**config.mk**
```make
export PLATFORM = sky130hd
export DESIGN_NAME = bank_controller_with_rtc_top
export DESIGN_NICKNAME = d
export VERILOG_FILES = /design/src/hdl/bcrtc_pkg.sv /design/src/hdl/bcrtc_mod.sv /design/src/hdl/bcrtc_rtc.sv /design/src/hdl/bank_controller_with_rtc_top.sv
export SDC_FILE = /design/constraint.sdc
export NUM_CORES = 1
export LEC_CHECK = 0
export BUFFER_PORTS_ARGS = -buffer_cell sky130_fd_sc_hd__buf_2
export CAP_MARGIN = 40
export CORE_ASPECT_RATIO = 0.75
export CORE_UTILIZATION = 60
export DETAILED_ROUTE_END_ITERATION = 8
export PLACE_DENSITY_LB_ADDON = 0.25
export SLEW_MARGIN = 20
export SYNTH_ARGS = -nofsm -noshare
export SYNTH_HDL_FRONTEND = slang
export SYNTH_HIERARCHICAL = 1
export SYNTH_SLANG_ARGS = --single-unit
```
**constraint.sdc**
```tcl
create_clock -name clk -period 10 [get_ports clk]
set_input_delay 1 -clock clk [delete_from_list [all_inputs] [get_ports clk]]
set_output_delay 1 -clock clk [all_outputs]
set_load 0.005 [all_outputs]
```
**src/hdl/bcrtc_pkg.sv**
```systemverilog
package bcrtc_pkg;

  localparam int ROM_CNT_W  = 10;
  localparam int RAM_CNT_W  = 5;
  localparam int ROM_BANK_W = 7;
  localparam int RAM_BANK_W = 3;
  localparam int CFG_IDX_W  = 2;
  localparam int CFG_DATA_W = 10;
  localparam int LATCH_DEPTH = 5;
  localparam int RTC_SEL_W   = 3;
  localparam int DIV_STEPS   = ROM_BANK_W;
  localparam int DIV_CNT_W   = $clog2(DIV_STEPS);

  localparam logic [1:0] CMD_WRITE = 2'd0;
  localparam logic [1:0] CMD_READ  = 2'd1;
  localparam logic [1:0] CMD_TICK  = 2'd2;

  localparam logic [CFG_IDX_W-1:0] CFG_ROM_BANK_COUNT = 2'd0;
  localparam logic [CFG_IDX_W-1:0] CFG_RAM_BANK_COUNT = 2'd1;
  localparam logic [CFG_IDX_W-1:0] CFG_CLOCK_PRESENT  = 2'd2;

  localparam logic [2:0] AREA_RAM_EN  = 3'd0;
  localparam logic [2:0] AREA_ROM_SEL = 3'd1;
  localparam logic [2:0] AREA_WIN_SEL = 3'd2;
  localparam logic [2:0] AREA_LATCH   = 3'd3;
  localparam logic [2:0] AREA_WINDOW  = 3'd5;

  localparam logic [RTC_SEL_W-1:0] SEL_SECONDS   = 3'd0;
  localparam logic [RTC_SEL_W-1:0] SEL_MINUTES   = 3'd1;
  localparam logic [RTC_SEL_W-1:0] SEL_HOURS     = 3'd2;
  localparam logic [RTC_SEL_W-1:0] SEL_DAYS_LOW  = 3'd3;
  localparam logic [RTC_SEL_W-1:0] SEL_DAYS_HIGH = 3'd4;
  localparam logic [RTC_SEL_W-1:0] SEL_NONE      = 3'd7;

  localparam logic [7:0] MASK_DAYS_HIGH = 8'hC1;
  localparam logic [7:0] BYTE_ONES      = 8'hFF;
  localparam logic [3:0] RAM_EN_KEY     = 4'hA;
  localparam int         HALT_BIT       = 6;
  localparam int         CARRY_BIT      = 7;

  typedef struct packed {
    logic [1:0]  cmd;
    logic [15:0] address;
    logic [7:0]  data;
  } in_item_t;

  typedef struct packed {
    logic                  handled;
    logic [7:0]            read_data;
    logic [ROM_BANK_W-1:0] rom_bank;
    logic [RAM_BANK_W-1:0] ram_bank;
  } out_item_t;

  typedef struct packed {
    logic                  start;
    logic [ROM_BANK_W-1:0] dividend;
    logic [ROM_CNT_W-1:0]  divisor;
  } mod_req_t;

  typedef struct packed {
    logic                  done;
    logic [ROM_BANK_W-1:0] remainder;
  } mod_rsp_t;

  typedef struct packed {
    logic                 tick;
    logic                 latch;
    logic                 wr_en;
    logic [RTC_SEL_W-1:0] wr_sel;
    logic [7:0]           wr_data;
    logic [RTC_SEL_W-1:0] rd_sel;
  } rtc_req_t;

endpackage

```
**src/hdl/bcrtc_mod.sv**
```systemverilog
module bcrtc_mod
  import bcrtc_pkg::*;
(
  input  logic     clk,
  input  logic     rst_n,
  input  mod_req_t req,
  output mod_rsp_t rsp
);

  logic                  busy_r, busy_nxt;
  logic                  done_r, done_nxt;
  logic [DIV_CNT_W-1:0]  cnt_r, cnt_nxt;
  logic [ROM_CNT_W-1:0]  rem_r, rem_nxt;
  logic [ROM_BANK_W-1:0] dvd_r, dvd_nxt;
  logic [ROM_CNT_W-1:0]  dvs_r, dvs_nxt;
  logic [ROM_CNT_W:0]    shifted;
  logic [ROM_CNT_W:0]    diff;

  assign shifted = {rem_r, dvd_r[ROM_BANK_W-1]};
  assign diff    = shifted - {1'b0, dvs_r};

  always_comb begin
    busy_nxt = busy_r;
    done_nxt = 1'b0;
    cnt_nxt  = cnt_r;
    rem_nxt  = rem_r;
    dvd_nxt  = dvd_r;
    dvs_nxt  = dvs_r;
    if (req.start) begin
      busy_nxt = 1'b1;
      cnt_nxt  = '0;
      rem_nxt  = '0;
      dvd_nxt  = req.dividend;
      dvs_nxt  = req.divisor;
    end else if (busy_r) begin
      // one restoring step per cycle
      if (shifted >= {1'b0, dvs_r}) begin
        rem_nxt = diff[ROM_CNT_W-1:0];
      end else begin
        rem_nxt = shifted[ROM_CNT_W-1:0];
      end
      dvd_nxt = {dvd_r[ROM_BANK_W-2:0], 1'b0};
      cnt_nxt = cnt_r + 1'b1;
      if (cnt_r == DIV_CNT_W'(DIV_STEPS - 1)) begin
        busy_nxt = 1'b0;
        done_nxt = 1'b1;
      end
    end
  end

  always_ff @(posedge clk) begin
    if (!rst_n) begin
      busy_r <= 1'b0;
      done_r <= 1'b0;
    end else begin
      busy_r <= busy_nxt;
      done_r <= done_nxt;
    end
    cnt_r <= cnt_nxt;
    rem_r <= rem_nxt;
    dvd_r <= dvd_nxt;
    dvs_r <= dvs_nxt;
  end

  assign rsp.done      = done_r;
  assign rsp.remainder = rem_r[ROM_BANK_W-1:0];

`ifndef ASSERT_OFF
  a_start_idle: assert property (@(posedge clk) disable iff (!rst_n)
    req.start |-> !busy_r)
    else $error("remainder unit restarted while busy");
`endif

endmodule

```
**src/hdl/bcrtc_rtc.sv**
```systemverilog
module bcrtc_rtc
  import bcrtc_pkg::*;
(
  input  logic       clk,
  input  logic       rst_n,
  input  rtc_req_t   req,
  output logic [7:0] rd_data
);

  logic [5:0] sec_r, sec_nxt;
  logic [5:0] min_r, min_nxt;
  logic [4:0] hour_r, hour_nxt;
  logic [7:0] dl_r, dl_nxt;
  logic [7:0] dh_r, dh_nxt;
  logic [7:0] latched_r [LATCH_DEPTH];
  logic [8:0] days;

  assign days = {dh_r[0], dl_r};

  always_comb begin
    sec_nxt  = sec_r;
    min_nxt  = min_r;
    hour_nxt = hour_r;
    dl_nxt   = dl_r;
    dh_nxt   = dh_r;
    if (req.tick && !dh_r[HALT_BIT]) begin
      sec_nxt = (sec_r == 6'd59) ? 6'd0 : sec_r + 6'd1;
      if (sec_r == 6'd59) begin
        min_nxt = (min_r == 6'd59) ? 6'd0 : min_r + 6'd1;
        if (min_r == 6'd59) begin
          hour_nxt = (hour_r == 5'd23) ? 5'd0 : hour_r + 5'd1;
          if (hour_r == 5'd23) begin
            dl_nxt    = dl_r + 8'd1;
            dh_nxt[0] = (days == 9'd511) ? 1'b0 : days[8] | (&dl_r);
            if (days == 9'd511) begin
              dh_nxt[CARRY_BIT] = 1'b1;
            end
          end
        end
      end
    end else if (req.wr_en) begin
      unique case (req.wr_sel)
        SEL_SECONDS:   sec_nxt  = req.wr_data[5:0];
        SEL_MINUTES:   min_nxt  = req.wr_data[5:0];
        SEL_HOURS:     hour_nxt = req.wr_data[4:0];
        SEL_DAYS_LOW:  dl_nxt   = req.wr_data;
        SEL_DAYS_HIGH: dh_nxt   = req.wr_data & MASK_DAYS_HIGH;
        default:       ;
      endcase
    end
  end

  always_ff @(posedge clk) begin
    if (!rst_n) begin
      sec_r  <= '0;
      min_r  <= '0;
      hour_r <= '0;
      dl_r   <= '0;
      dh_r   <= '0;
      for (int i = 0; i < LATCH_DEPTH; i++) begin
        latched_r[i] <= '0;
      end
    end else begin
      sec_r  <= sec_nxt;
      min_r  <= min_nxt;
      hour_r <= hour_nxt;
      dl_r   <= dl_nxt;
      dh_r   <= dh_nxt;
      if (req.latch) begin
        latched_r[0] <= {2'b00, sec_r};
        latched_r[1] <= {2'b00, min_r};
        latched_r[2] <= {3'b000, hour_r};
        latched_r[3] <= dl_r;
        latched_r[4] <= dh_r;
      end
    end
  end

  always_comb begin
    unique case (req.rd_sel)
      SEL_SECONDS:   rd_data = latched_r[0];
      SEL_MINUTES:   rd_data = latched_r[1];
      SEL_HOURS:     rd_data = latched_r[2];
      SEL_DAYS_LOW:  rd_data = latched_r[3];
      SEL_DAYS_HIGH: rd_data = latched_r[4];
      default:       rd_data = BYTE_ONES;
    endcase
  end

`ifndef ASSERT_OFF
  a_carry_sticky: assert property (@(posedge clk) disable iff (!rst_n)
    (dh_r[CARRY_BIT] && !req.wr_en) |=> dh_r[CARRY_BIT])
    else $error("day carry cleared without a register write");
`endif

endmodule

```
**src/hdl/bank_controller_with_rtc_top.sv**
```systemverilog
// Cartridge bank controller with real-time clock. Each in_ transfer is a bus write, a bus read
// or a one-second tick, and gives exactly one out_ transfer with the handled flag, the byte read
// or echoed, and the ROM and RAM bank in effect afterwards. in_stall is high while an item is
// in work: each item passes the execute and finish states, and writes that pick a ROM bank or
// a RAM bank also wait in the divide state for the shared remainder unit, which takes one bit
// per cycle. The result sits in an output register, so the next item is taken while it waits.
// Configuration writes are always ready and are meant for idle periods only.
module bank_controller_with_rtc_top
  import bcrtc_pkg::*;
(
  input  logic                  clk,
  input  logic                  rst_n,
  input  logic                  in_valid,
  output logic                  in_stall,
  input  in_item_t              in_data,
  output logic                  out_valid,
  input  logic                  out_stall,
  output out_item_t             out_data,
  input  logic                  cfg_valid,
  output logic                  cfg_ready,
  input  logic [CFG_IDX_W-1:0]  cfg_index,
  input  logic [CFG_DATA_W-1:0] cfg_data
);

  localparam logic [1:0] ST_IDLE = 2'd0;
  localparam logic [1:0] ST_EXEC = 2'd1;
  localparam logic [1:0] ST_DIV  = 2'd2;
  localparam logic [1:0] ST_FIN  = 2'd3;

  logic [1:0]            state_r, state_nxt;
  in_item_t              item_r, item_nxt;
  logic [ROM_CNT_W-1:0]  rom_cnt_r, rom_cnt_nxt;
  logic [RAM_CNT_W-1:0]  ram_cnt_r, ram_cnt_nxt;
  logic                  clk_present_r, clk_present_nxt;
  logic                  ram_en_r, ram_en_nxt;
  logic [ROM_BANK_W-1:0] rom_bank_r, rom_bank_nxt;
  logic [RAM_BANK_W-1:0] ram_bank_r, ram_bank_nxt;
  logic [7:0]            win_sel_r, win_sel_nxt;
  logic                  clk_mode_r, clk_mode_nxt;
  logic [7:0]            last_latch_r, last_latch_nxt;
  logic                  handled_r, handled_nxt;
  logic [7:0]            rd_r, rd_nxt;
  logic                  div_rom_r, div_rom_nxt;
  logic                  out_valid_r, out_valid_nxt;
  out_item_t             out_data_r, out_data_nxt;

  mod_req_t              mod_req;
  mod_rsp_t              mod_rsp;
  rtc_req_t              rtc_req;
  logic [7:0]            rtc_rd;

  logic                  in_xfer;
  logic                  out_free;
  logic [2:0]            area;
  logic                  rtc_sel_ok;
  logic [ROM_BANK_W-1:0] rom_req;

  assign in_xfer    = in_valid && !in_stall;
  assign out_free   = !out_valid_r || !out_stall;
  assign area       = item_r.address[15:13];
  assign rtc_sel_ok = (win_sel_r[7:3] == 5'd1) && (win_sel_r[2:0] <= SEL_DAYS_HIGH);
  assign rom_req    = (item_r.data[ROM_BANK_W-1:0] == '0) ? ROM_BANK_W'(1)
                                                          : item_r.data[ROM_BANK_W-1:0];

  bcrtc_mod u_mod (
    .clk   (clk),
    .rst_n (rst_n),
    .req   (mod_req),
    .rsp   (mod_rsp)
  );

  bcrtc_rtc u_rtc (
    .clk     (clk),
    .rst_n   (rst_n),
    .req     (rtc_req),
    .rd_data (rtc_rd)
  );

  always_comb begin
    state_nxt       = state_r;
    item_nxt        = item_r;
    rom_cnt_nxt     = rom_cnt_r;
    ram_cnt_nxt     = ram_cnt_r;
    clk_present_nxt = clk_present_r;
    ram_en_nxt      = ram_en_r;
    rom_bank_nxt    = rom_bank_r;
    ram_bank_nxt    = ram_bank_r;
    win_sel_nxt     = win_sel_r;
    clk_mode_nxt    = clk_mode_r;
    last_latch_nxt  = last_latch_r;
    handled_nxt     = handled_r;
    rd_nxt          = rd_r;
    div_rom_nxt     = div_rom_r;
    out_valid_nxt   = out_valid_r && out_stall;
    out_data_nxt    = out_data_r;

    mod_req.start    = 1'b0;
    mod_req.dividend = rom_req;
    mod_req.divisor  = rom_cnt_r;

    rtc_req.tick    = 1'b0;
    rtc_req.latch   = 1'b0;
    rtc_req.wr_en   = 1'b0;
    rtc_req.wr_sel  = win_sel_r[2:0];
    rtc_req.wr_data = item_r.data;
    rtc_req.rd_sel  = rtc_sel_ok ? win_sel_r[2:0] : SEL_NONE;

    if (cfg_valid && cfg_ready) begin
      unique case (cfg_index)
        CFG_ROM_BANK_COUNT: rom_cnt_nxt     = cfg_data;
        CFG_RAM_BANK_COUNT: ram_cnt_nxt     = cfg_data[RAM_CNT_W-1:0];
        CFG_CLOCK_PRESENT:  clk_present_nxt = cfg_data[0];
        default:            ;
      endcase
    end

    unique case (state_r)
      ST_IDLE: begin
        if (in_xfer) begin
          item_nxt  = in_data;
          state_nxt = ST_EXEC;
        end
      end
      ST_EXEC: begin
        handled_nxt = 1'b0;
        rd_nxt      = '0;
        state_nxt   = ST_FIN;
        unique case (item_r.cmd)
          CMD_WRITE: begin
            unique case (area)
              AREA_RAM_EN: begin
                ram_en_nxt = (item_r.data[3:0] == RAM_EN_KEY);
              end
              AREA_ROM_SEL: begin
                mod_req.start = 1'b1;
                div_rom_nxt   = 1'b1;
                state_nxt     = ST_DIV;
              end
              AREA_WIN_SEL: begin
                win_sel_nxt = item_r.data;
                if (item_r.data[7:3] == 5'd0) begin
                  clk_mode_nxt     = 1'b0;
                  mod_req.start    = 1'b1;
                  mod_req.dividend = {4'd0, item_r.data[2:0]};
                  mod_req.divisor  = {5'd0, ram_cnt_r};
                  div_rom_nxt      = 1'b0;
                  state_nxt        = ST_DIV;
                end else if (clk_present_r) begin
                  clk_mode_nxt = 1'b1;
                end
              end
              AREA_LATCH: begin
                if (clk_present_r) begin
                  rtc_req.latch  = (item_r.data == 8'd1) && (last_latch_r == 8'd0);
                  last_latch_nxt = item_r.data;
                end
              end
              AREA_WINDOW: begin
                if (!ram_en_r || clk_mode_r) begin
                  handled_nxt = 1'b1;
                  rd_nxt      = item_r.data;
                end
                rtc_req.wr_en = ram_en_r && clk_mode_r && rtc_sel_ok;
              end
              default: ;
            endcase
          end
          CMD_READ: begin
            if (area == AREA_WINDOW) begin
              if (!ram_en_r) begin
                handled_nxt = 1'b1;
                rd_nxt      = BYTE_ONES;
              end else if (clk_mode_r) begin
                handled_nxt = 1'b1;
                rd_nxt      = rtc_rd;
              end
            end
          end
          CMD_TICK: begin
            rtc_req.tick = clk_present_r;
          end
          default: ;
        endcase
      end
      ST_DIV: begin
        if (mod_rsp.done) begin
          if (div_rom_r) begin
            rom_bank_nxt = mod_rsp.remainder;
          end else begin
            ram_bank_nxt = (ram_cnt_r == '0) ? '0 : mod_rsp.remainder[RAM_BANK_W-1:0];
          end
          state_nxt = ST_FIN;
        end
      end
      ST_FIN: begin
        if (out_free) begin
          out_valid_nxt          = 1'b1;
          out_data_nxt.handled   = handled_r;
          out_data_nxt.read_data = rd_r;
          out_data_nxt.rom_bank  = rom_bank_r;
          out_data_nxt.ram_bank  = ram_bank_r;
          state_nxt              = ST_IDLE;
        end
      end
      default: state_nxt = ST_IDLE;
    endcase
  end

  always_ff @(posedge clk) begin
    if (!rst_n) begin
      state_r       <= ST_IDLE;
      rom_cnt_r     <= ROM_CNT_W'(2);
      ram_cnt_r     <= '0;
      clk_present_r <= 1'b1;
      ram_en_r      <= 1'b0;
      rom_bank_r    <= ROM_BANK_W'(1);
      ram_bank_r    <= '0;
      win_sel_r     <= '0;
      clk_mode_r    <= 1'b0;
      last_latch_r  <= '0;
      out_valid_r   <= 1'b0;
    end else begin
      state_r       <= state_nxt;
      rom_cnt_r     <= rom_cnt_nxt;
      ram_cnt_r     <= ram_cnt_nxt;
      clk_present_r <= clk_present_nxt;
      ram_en_r      <= ram_en_nxt;
      rom_bank_r    <= rom_bank_nxt;
      ram_bank_r    <= ram_bank_nxt;
      win_sel_r     <= win_sel_nxt;
      clk_mode_r    <= clk_mode_nxt;
      last_latch_r  <= last_latch_nxt;
      out_valid_r   <= out_valid_nxt;
    end
    item_r     <= item_nxt;
    handled_r  <= handled_nxt;
    rd_r       <= rd_nxt;
    div_rom_r  <= div_rom_nxt;
    out_data_r <= out_data_nxt;
  end

  assign in_stall  = (state_r != ST_IDLE);
  assign cfg_ready = 1'b1;
  assign out_valid = out_valid_r;
  assign out_data  = out_data_r;

`ifndef ASSERT_OFF
  a_done_in_div: assert property (@(posedge clk) disable iff (!rst_n)
    mod_rsp.done |-> (state_r == ST_DIV))
    else $error("remainder result outside bank select");

  a_out_from_fin: assert property (@(posedge clk) disable iff (!rst_n)
    $rose(out_valid_r) |-> ($past(state_r) == ST_FIN))
    else $error("result loaded outside finish step");

  a_xfer_exec: assert property (@(posedge clk) disable iff (!rst_n)
    in_xfer |=> (state_r == ST_EXEC))
    else $error("accepted item not executed");
`endif

endmodule

```
# --- Yosys cells after proc, flatten, opt, wreduce, memory -nomap -nowiden ---
# Memories as Yosys holds them, arrays and structs flattened.
# Index checks and enable logic that the tools add are counted.
totals:
  regBits: 162
  latchBits: 0
  ramBits: 40
  mem_bits_ro: 0
  inputBits: 43
  memories: 1
mem_list:
  columns: ["name", "depth", "word_bits", "read_ports", "rd_clocked_by_memory_dff", "wr", "line", "source"]
  rows:
  - ["u_rtc.latched_r", 5, 8, 5, 0, 5, "bcrtc_rtc.sv:15", "logic [7:0] latched_r [LATCH_DEPTH];"]
op_classes:
  add_sub_neg: 6
  multipliers: 0
  div: 0
  order_cmp: 2
  eq_ne: 35
  shift: 0
  mux: 89
  bitwise_logic: 10
  reduce_logical: 56
ops:
  columns: ["cell", "n"]
  rows:
  - ["$mux W8", 18]
  - ["$mux W18", 3]
  - ["$mux W6", 9]
  - ["$pmux W8 S5", 1]
  - ["$mux W1", 34]
  - ["$mux W5", 6]
  - ["$mux W7", 3]
  - ["$reduce_and A3 Y1", 7]
  - ["$reduce_bool A2 Y1", 10]
  - ["$eq A3 B2 Y1 const B", 6]
  - ["$mux W17", 1]
  - ["$pmux W8 S2", 1]
  - ["$reduce_and A4 Y1", 4]
  - ["$ne A2 B2 Y1 const B", 7]
  - ["$add A6 B1 Y6 const B", 2]
  - ["$eq A3 B3 Y1 const B", 4]
  - ["$eq A6 B6 Y1 const B", 2]
  - ["$reduce_and A2 Y1", 6]
  - ["$ge A11 B10 Y1", 1]
  - ["$logic_not A5 Y1", 2]
  - ["$mux W10", 1]
  - ["$reduce_and A5 Y1", 2]
  - ["$sub A10 B10 Y10", 1]
  - ["$eq A3 B1 Y1 const B", 3]
  - ["28 further kinds", 64]

# --- Longest topological paths before layout ---
# Gate-level depths: netlist of run 1.
logic_depth:
  depth_word: 10
  ltp_mapped: 12
  depth_no_buf: 10

# --- By module ---
# The synthesis of run 1 kept the hierarchy.
by_module_without_submodules:
  columns: ["module", "instances", "cells_per_inst", "area_each_um2"]
  rows:
  - ["bank_controller_with_rtc_top", 1, 302, 3578.4]
  - ["bcrtc_rtc", 1, 346, 3051.7]
  - ["bcrtc_mod", 1, 187, 1864.3]

# --- Least setup slack after synthesis of run 1 ---
# Ideal clock, no wire load.
synth_path:
  kind: "flip-flop to flip-flop"
  start: "register state_r[1]"
  end: "memory u_rtc.latched_r[0][0] (enable)"
  setup_ns: 0.389
  arrival_time_ns: 2.791
  slack_ns: 6.819
  path_stages_with_launch: 9
  path_buffers: 2
  synth_period_minus_slack_ns: 3.181
  cell_sequence: "dfxtp_1 -> inv_1 -> ha_1 -> or4b_4 -> buf_6 -> nor2_8 -> and4_1 -> clkbuf_1 -> nand2b_1"
synth_rtl:
  columns: ["element", "line", "source"]
  rows:
  - ["start, declared", "bank_controller_with_rtc_top.sv:30", "logic [1:0] state_r, state_nxt;"]
  - ["start signal, assigned", "bank_controller_with_rtc_top.sv:223", "state_r <= state_nxt;"]
  - ["end, declared", "bcrtc_rtc.sv:15", null]

==> flow_summary.json, run 1 <==
{
  "core_region_area_um2": 13700,
  "port_buffers": 50,
  "fin_skew_ps": 7.14,
  "rows": 37,
  "drive_above_1_share_pct": 13.5,
  "numCtsBuffers": 17,
  "diodes": 0,
  "yosys_warnings": 6,
  "report.power.total_mw": 2.01,
  "die-area_um2": 14600,
  "setup_tns_ps": 0,
  "cp-end-kind": "register",
  "viasPerCell": 6.15,
  "post-route-period-util_pct": 35.7,
  "fmax_mhz": 280,
  "grt_max_degree": 49,
  "worstMarginPinSlew_ps": 872,
  "ir_worst_vdd_mv": 0.117,
  "post_drt_wl_per_cell_um": 17.9,
  "drtAntennaViolNets": 0,
  "syn_avg_cell_area_um2": 10.2,
  "io_pins": 65,
  "synthMuxAreaShare_pct": 7.59,
  "grt_first_pass_wirelength_um": 29700,
  "grt-ovfl-total": 0,
  "hpwl_um": 13000,
  "power.density_nw_per_um2": 215,
  "synthAdderAreaFrac_pct": 3.48,
  "num_vias": 6440,
  "cellLeakagePower_nw": 3.76,
  "cts.path.max_buffers": 2,
  "holdCritPathClass": "register to register",
  "post-place-ws_ps": 6480,
  "worstPathRequired_ps": 10140,
  "synth_area_um2": 8490,
  "grt_pass1_vias": 5767,
  "synth_top_family_by_area": "simple AND/OR/NAND/NOR gates",
  "area_growth_pct": 10.5,
  "grt_use_total_pct": 26.5,
  "critPathArrivalTime_ps": 3710,
  "syn-num-nets": 901,
  "worst_slack_ps": 6430,
  "ys.flop_type": "dfxtp_1",
  "postCtsHoldBufs": 0,
  "synth-edff-count": 87,
  "root_buffer": "clkbuf_16",
  "cts.sinks": 177,
  "start_util_pct": 61.8,
  "hold_violations": 0,
  "clkTransAtPathRegs_ps": 60,
  "slew_viol_final": 0,
  "antenna_found_initial": 0,
  "synthSimpleGateAreaFrac_pct": 18.4,
  "period_needed_ps": 3570,
  "ys_seq_area_share_pct": 52.0,
  "post_cts_buffers": 0,
  "crit_path_start_kind": "register",
  "routed_wl_um": 18700,
  "route.detailed.drc": 0,
  "outcome": "complete, no violations",
  "cts_tree": "yes",
  "synth-async-reset-ratio_pct": 0,
  "drv_cap": 0,
  "path_max_fanout": 29,
  "nNetsFinal": 925,
  "holdWs_ps": 414,
  "die_w_um": 139,
  "drt_iter0_drc": 807,
  "die_h_um": 105,
  "finalSetupViolations": 0,
  "synth_compound_area_share_pct": 12.9,
  "synth-xor-area-share_pct": 0.722,
  "worstSetupPathType": "register to register",
  "gp_congestion": 0.981,
  "dp_cells": 1014,
  "yosys_register_bits": 177,
  "htree_levels": 4,
  "finalNonFillerCells": 1047,
  "syn_inst": 835,
  "dr.pass1.iters": 5,
  "insertion_delay_ps": 440,
  "slew_headroom_pct": 41.4,
  "ys_types": 81,
  "rsz0062_at_grt": "false",
  "cts.repair.resized": 0
}
==> cells in the mapped netlist (all sizes together) (17+ instances only) <==
| cell type | count | area share (%) |
|---|---|---|
| nor2 | 101 | 4.7 |
| dfxtp | 90 | 21 |
| edfxtp | 87 | 31 |
| a21oi | 58 | 3.5 |
| mux2i | 52 | 6.1 |
| o21ai | 49 | 2.9 |
| nand2 | 46 | 2.0 |
| and3 | 36 | 2.7 |
| clkbuf | 35 | 1.5 |
| inv | 35 | 1.5 |
| ha | 22 | 3.2 |
| nand3 | 22 | 1.3 |
| buf | 20 | 1.8 |
| nand2b | 17 | 1.3 |
==> per-layer routing <==
metal / global-route usage [%] / wire (um) / vias to the layer above
met4: 8.41 / 254 / 0
met5: 0 / 0 / -
met3: 8.11 / 2050 / 26
li1: - / - / 3064
met2: 36.0 / 7610 / 322
met1: 39.7 / 8790 / 3028
==> cells in the final DEF, fill, tap and decap left out, types with 5 or more instances in the layout <==
master and count:
mux2_2 6, buf_4 6, nand2_1 46, o221ai_1 10
o21ai_1 22, nand3_1 22, o211ai_1 6, nor2_1 98
a22oi_1 6, nor2b_1 14, nor4_1 8, a21oi_1 57
o21ai_0 27, dfxtp_1 90, buf_2 50, nand3b_1 5
clkbuf_16 18, nand2b_1 16, edfxtp_1 87, mux2i_1 52
and3_1 36, nor3_1 13, mux2_1 5, ha_1 22
a211oi_1 9, inv_1 33
==> logic make-up after synthesis <==
kind of cell,count (synthesis)
compound gates,175
fa+ha+maj,23
simple gates,299
buf+inv,90
mux,63
other cells,1
xor+xnor,7
flops,177
==> power breakdown <==
part           switching [mW]  internal [mW]
Combinational           0.238          0.164
Sequential             0.0871          0.850
Clock                   0.266          0.411
==> final cells by class <==
type	instances	area, um2
sequential	177	4410
clock inverter	11	134
inverter	35	131
timing repair buffer	60	344
clock buffer	21	472
fill	973	4370
tap	175	219
multi-input combinational	568	3670
==> state kept, by name, indices dropped and copies added, names as in the netlist, 2 cells and up <==
name / cells
u_rtc/latched_r: 28
out_data: 19
item_r: 10
rom_cnt_r: 10
u_mod/dvs_r: 10
u_mod/rem_r: 10
last_latch_r: 8
rd_r: 8
u_rtc/dl_r: 8
win_sel_r: 8
rom_bank_r: 7
u_mod/dvd_r: 7
u_rtc/min_r: 6
u_rtc/sec_r: 6
ram_cnt_r: 5
u_rtc/hour_r: 5
area: 3
ram_bank_r: 3
u_mod/cnt_r: 3
u_rtc/dh_r: 3
state_r: 2
==> worst max-delay path, cell delays in order (launching register included) <==
cell	delay, ps
dfxtp_1	350
inv_1	120
ha_1	440
or4b_4	590
nor2_8	260
and4_1	700
nand2b_1	550
buf_8	240
==> per-stage QoR <==
step	area [um2]	utilization [%]
floorplan	8490	-
finish	9380	68.3
global placement	8710	63.3
global route	9380	68.3
CTS	9380	68.2
detailed placement	8770	63.8
==> path summary, 6_finish.rpt <==
kind,startpoint,cells after the start,endpoint,slack [ps]
worst max-delay path,state_r[1]$_SDFFE_PN0P_,7,u_rtc/latched_r[0][0]$_SDFFCE_PN0P_,6430
worst min-delay path,rd_r[5]$_DFFE_PN_,0,out_data[15]$_DFFE_PP_,410
worst max register to register,state_r[1]$_SDFFE_PN0P_,7,u_rtc/latched_r[0][0]$_SDFFCE_PN0P_,6430
worst min register to register,rd_r[5]$_DFFE_PN_,0,out_data[15]$_DFFE_PP_,410
(Power assumes the default switching activity.)
==> run 2: changes to the inputs <==
--- a/config.mk
+++ b/config.mk
@@ -8,7 +8,7 @@
 export BUFFER_PORTS_ARGS = -buffer_cell sky130_fd_sc_hd__buf_2
 export CAP_MARGIN = 40
 export CORE_ASPECT_RATIO = 0.75
-export CORE_UTILIZATION = 60
+export CORE_UTILIZATION = 54
 export DETAILED_ROUTE_END_ITERATION = 8
 export PLACE_DENSITY_LB_ADDON = 0.25
 export SLEW_MARGIN = 20
==> constraint.sdc (replaced) <==
create_clock -name clk -period 3 [get_ports clk]
set_input_delay 0.3 -clock clk [delete_from_list [all_inputs] [get_ports clk]]
set_output_delay 0.3 -clock clk [all_outputs]
set_load 0.005 [all_outputs]
==> flow_summary.json, run 2 (synthesized netlist as in run 1, its figures left out) <==
{
  "grt_first_pass_wirelength_um": 30100,
  "hpwl_um": 13500,
  "nNetsFinal": 936,
  "outcome": "complete, no violations",
  "die_w_um": 147,
  "drtAntennaViolNets": 0,
  "finalSetupViolations": 0,
  "grt_max_degree": 44,
  "path_max_fanout": 25,
  "worstPathRequired_ps": 3290,
  "cts.repair.resized": 0,
  "start_util_pct": 55.4,
  "cts.path.max_buffers": 2,
  "fin_skew_ps": 8.24,
  "diodes": 0,
  "post_drt_wl_per_cell_um": 17.5,
  "hold_violations": 0,
  "clkTransAtPathRegs_ps": 70,
  "route.detailed.drc": 0,
  "drt_iter0_drc": 705,
  "postCtsHoldBufs": 0,
  "area_growth_pct": 12.2,
  "rows": 39,
  "die-area_um2": 16200,
  "slew_viol_final": 0,
  "core_region_area_um2": 15300,
  "insertion_delay_ps": 440,
  "holdCritPathClass": "primary input to register",
  "report.power.total_mw": 6.86,
  "numCtsBuffers": 17,
  "post_cts_buffers": 0,
  "antenna_found_initial": 0,
  "final_cell_mix": "97 x nor2_1, 90 x dfxtp_1, 87 x edfxtp_1",
  "cts.sinks": 177,
  "regArea_um2": 4410,
  "port_buffers": 50,
  "drv_cap": 0,
  "period_needed_ps": 2860,
  "largest_register": "u_rtc/latched_r",
  "crit_path_start_kind": "register",
  "gp_congestion": 0.882,
  "critPathArrivalTime_ps": 3150,
  "htree_levels": 4,
  "io_pins": 65,
  "fill_cells": 1214,
  "num_vias": 6482,
  "final_common_cell": "nor2_1",
  "ir_worst_vdd_mv": 0.474,
  "multiInputGateArea_um2": 3680,
  "worstSetupPathType": "register to register",
  "setup_tns_ps": 0,
  "largest_reg_flops": 28,
  "cts_tree": "yes",
  "rsz0062_at_grt": "false",
  "routed_wl_um": 19000,
  "cp-end-kind": "register",
  "worstMarginPinSlew_ps": 881,
  "drive_above_1_share_pct": 15.5,
  "root_buffer": "clkbuf_16",
  "cellLeakagePower_nw": 3.82,
  "grt_pass1_vias": 5944,
  "grt_use_total_pct": 24.1,
  "fmax_mhz": 350,
  "post-route-period-util_pct": 95.2,
  "die_h_um": 111,
  "power.density_nw_per_um2": 720,
  "grt-ovfl-total": 0,
  "dr.pass1.iters": 6,
  "slew_headroom_pct": 40.8,
  "viasPerCell": 5.96
}
run 2: worst paths after layout:
| path | start | endpoint | slack [ps] | cells after the start |
|---|---|---|---|---|
| max | state_r[1]$_SDFFE_PN0P_ | u_rtc/min_r[3]$_SDFFE_PN0P_ | 140 | 10 |
| min | in_data[4] | item_r[4]$_DFFE_PP_ | 40 | 1 |
| max reg2reg | state_r[1]$_SDFFE_PN0P_ | u_rtc/min_r[3]$_SDFFE_PN0P_ | 140 | 10 |
| min reg2reg | rd_r[2]$_DFFE_PN_ | out_data[12]$_DFFE_PP_ | 420 | 0 |
run 2: final cells by class:
| cell class | count | area share (%) |
|---|---|---|
| multi-input cells | 568 | 38.6 |
| inverters | 35 | 1.38 |
| repair buffers | 71 | 4.28 |
| flip-flops and latches | 177 | 46.3 |
| well taps | 205 | 2.69 |
| clock inverters | 11 | 1.44 |
| clock buffers | 21 | 5.28 |
run 2: metrics by stage:
step / utilization (%) / instances / hold WS [ps] / worst slack (ps) / instance area [um2]
floorplan: - / 835 / 362 / 37.3 / 8500
global placement: 57.9 / 1055 / 405 / 193 / 8870
detailed placement: 58.0 / 1056 / 407 / 143 / 8880
CTS: 62.2 / 1088 / 17.2 / 87.3 / 9520
global route: 62.2 / 1088 / 16.9 / 3.54 / 9530
finish: 62.2 / 1088 / 36.4 / 143 / 9530
run 2: critical path, stage by stage (launching register included):
cell,delay (ps)
dfxtp_1,410
inv_1,120
ha_1,210
nor2b_2,180
and3_1,260
nor2b_1,170
buf_4,230
nor4_2,580
nor2_1,250
a22oi_1,220
a21oi_1,90
run 2: metal layers:
layer	global-route usage (%)	share of wire [%]	vias to the layer above
li1	-	-	3093
met1	36.2	50	3053
met2	33.2	40	309
met3	6.61	8.7	27
met4	7.92	1.5	0
met5	0	0	-
run 2: power by group:
part | total (mW) | switching, mW | internal [mW] | leakage [nW]
sequential | 3.07 | 0.240 | 2.83 | 1.57
clock | 2.34 | 0.950 | 1.39 | 0.312
combinational | 1.45 | 0.876 | 0.576 | 1.94
total | 6.86 | 2.07 | 4.79 | 3.82
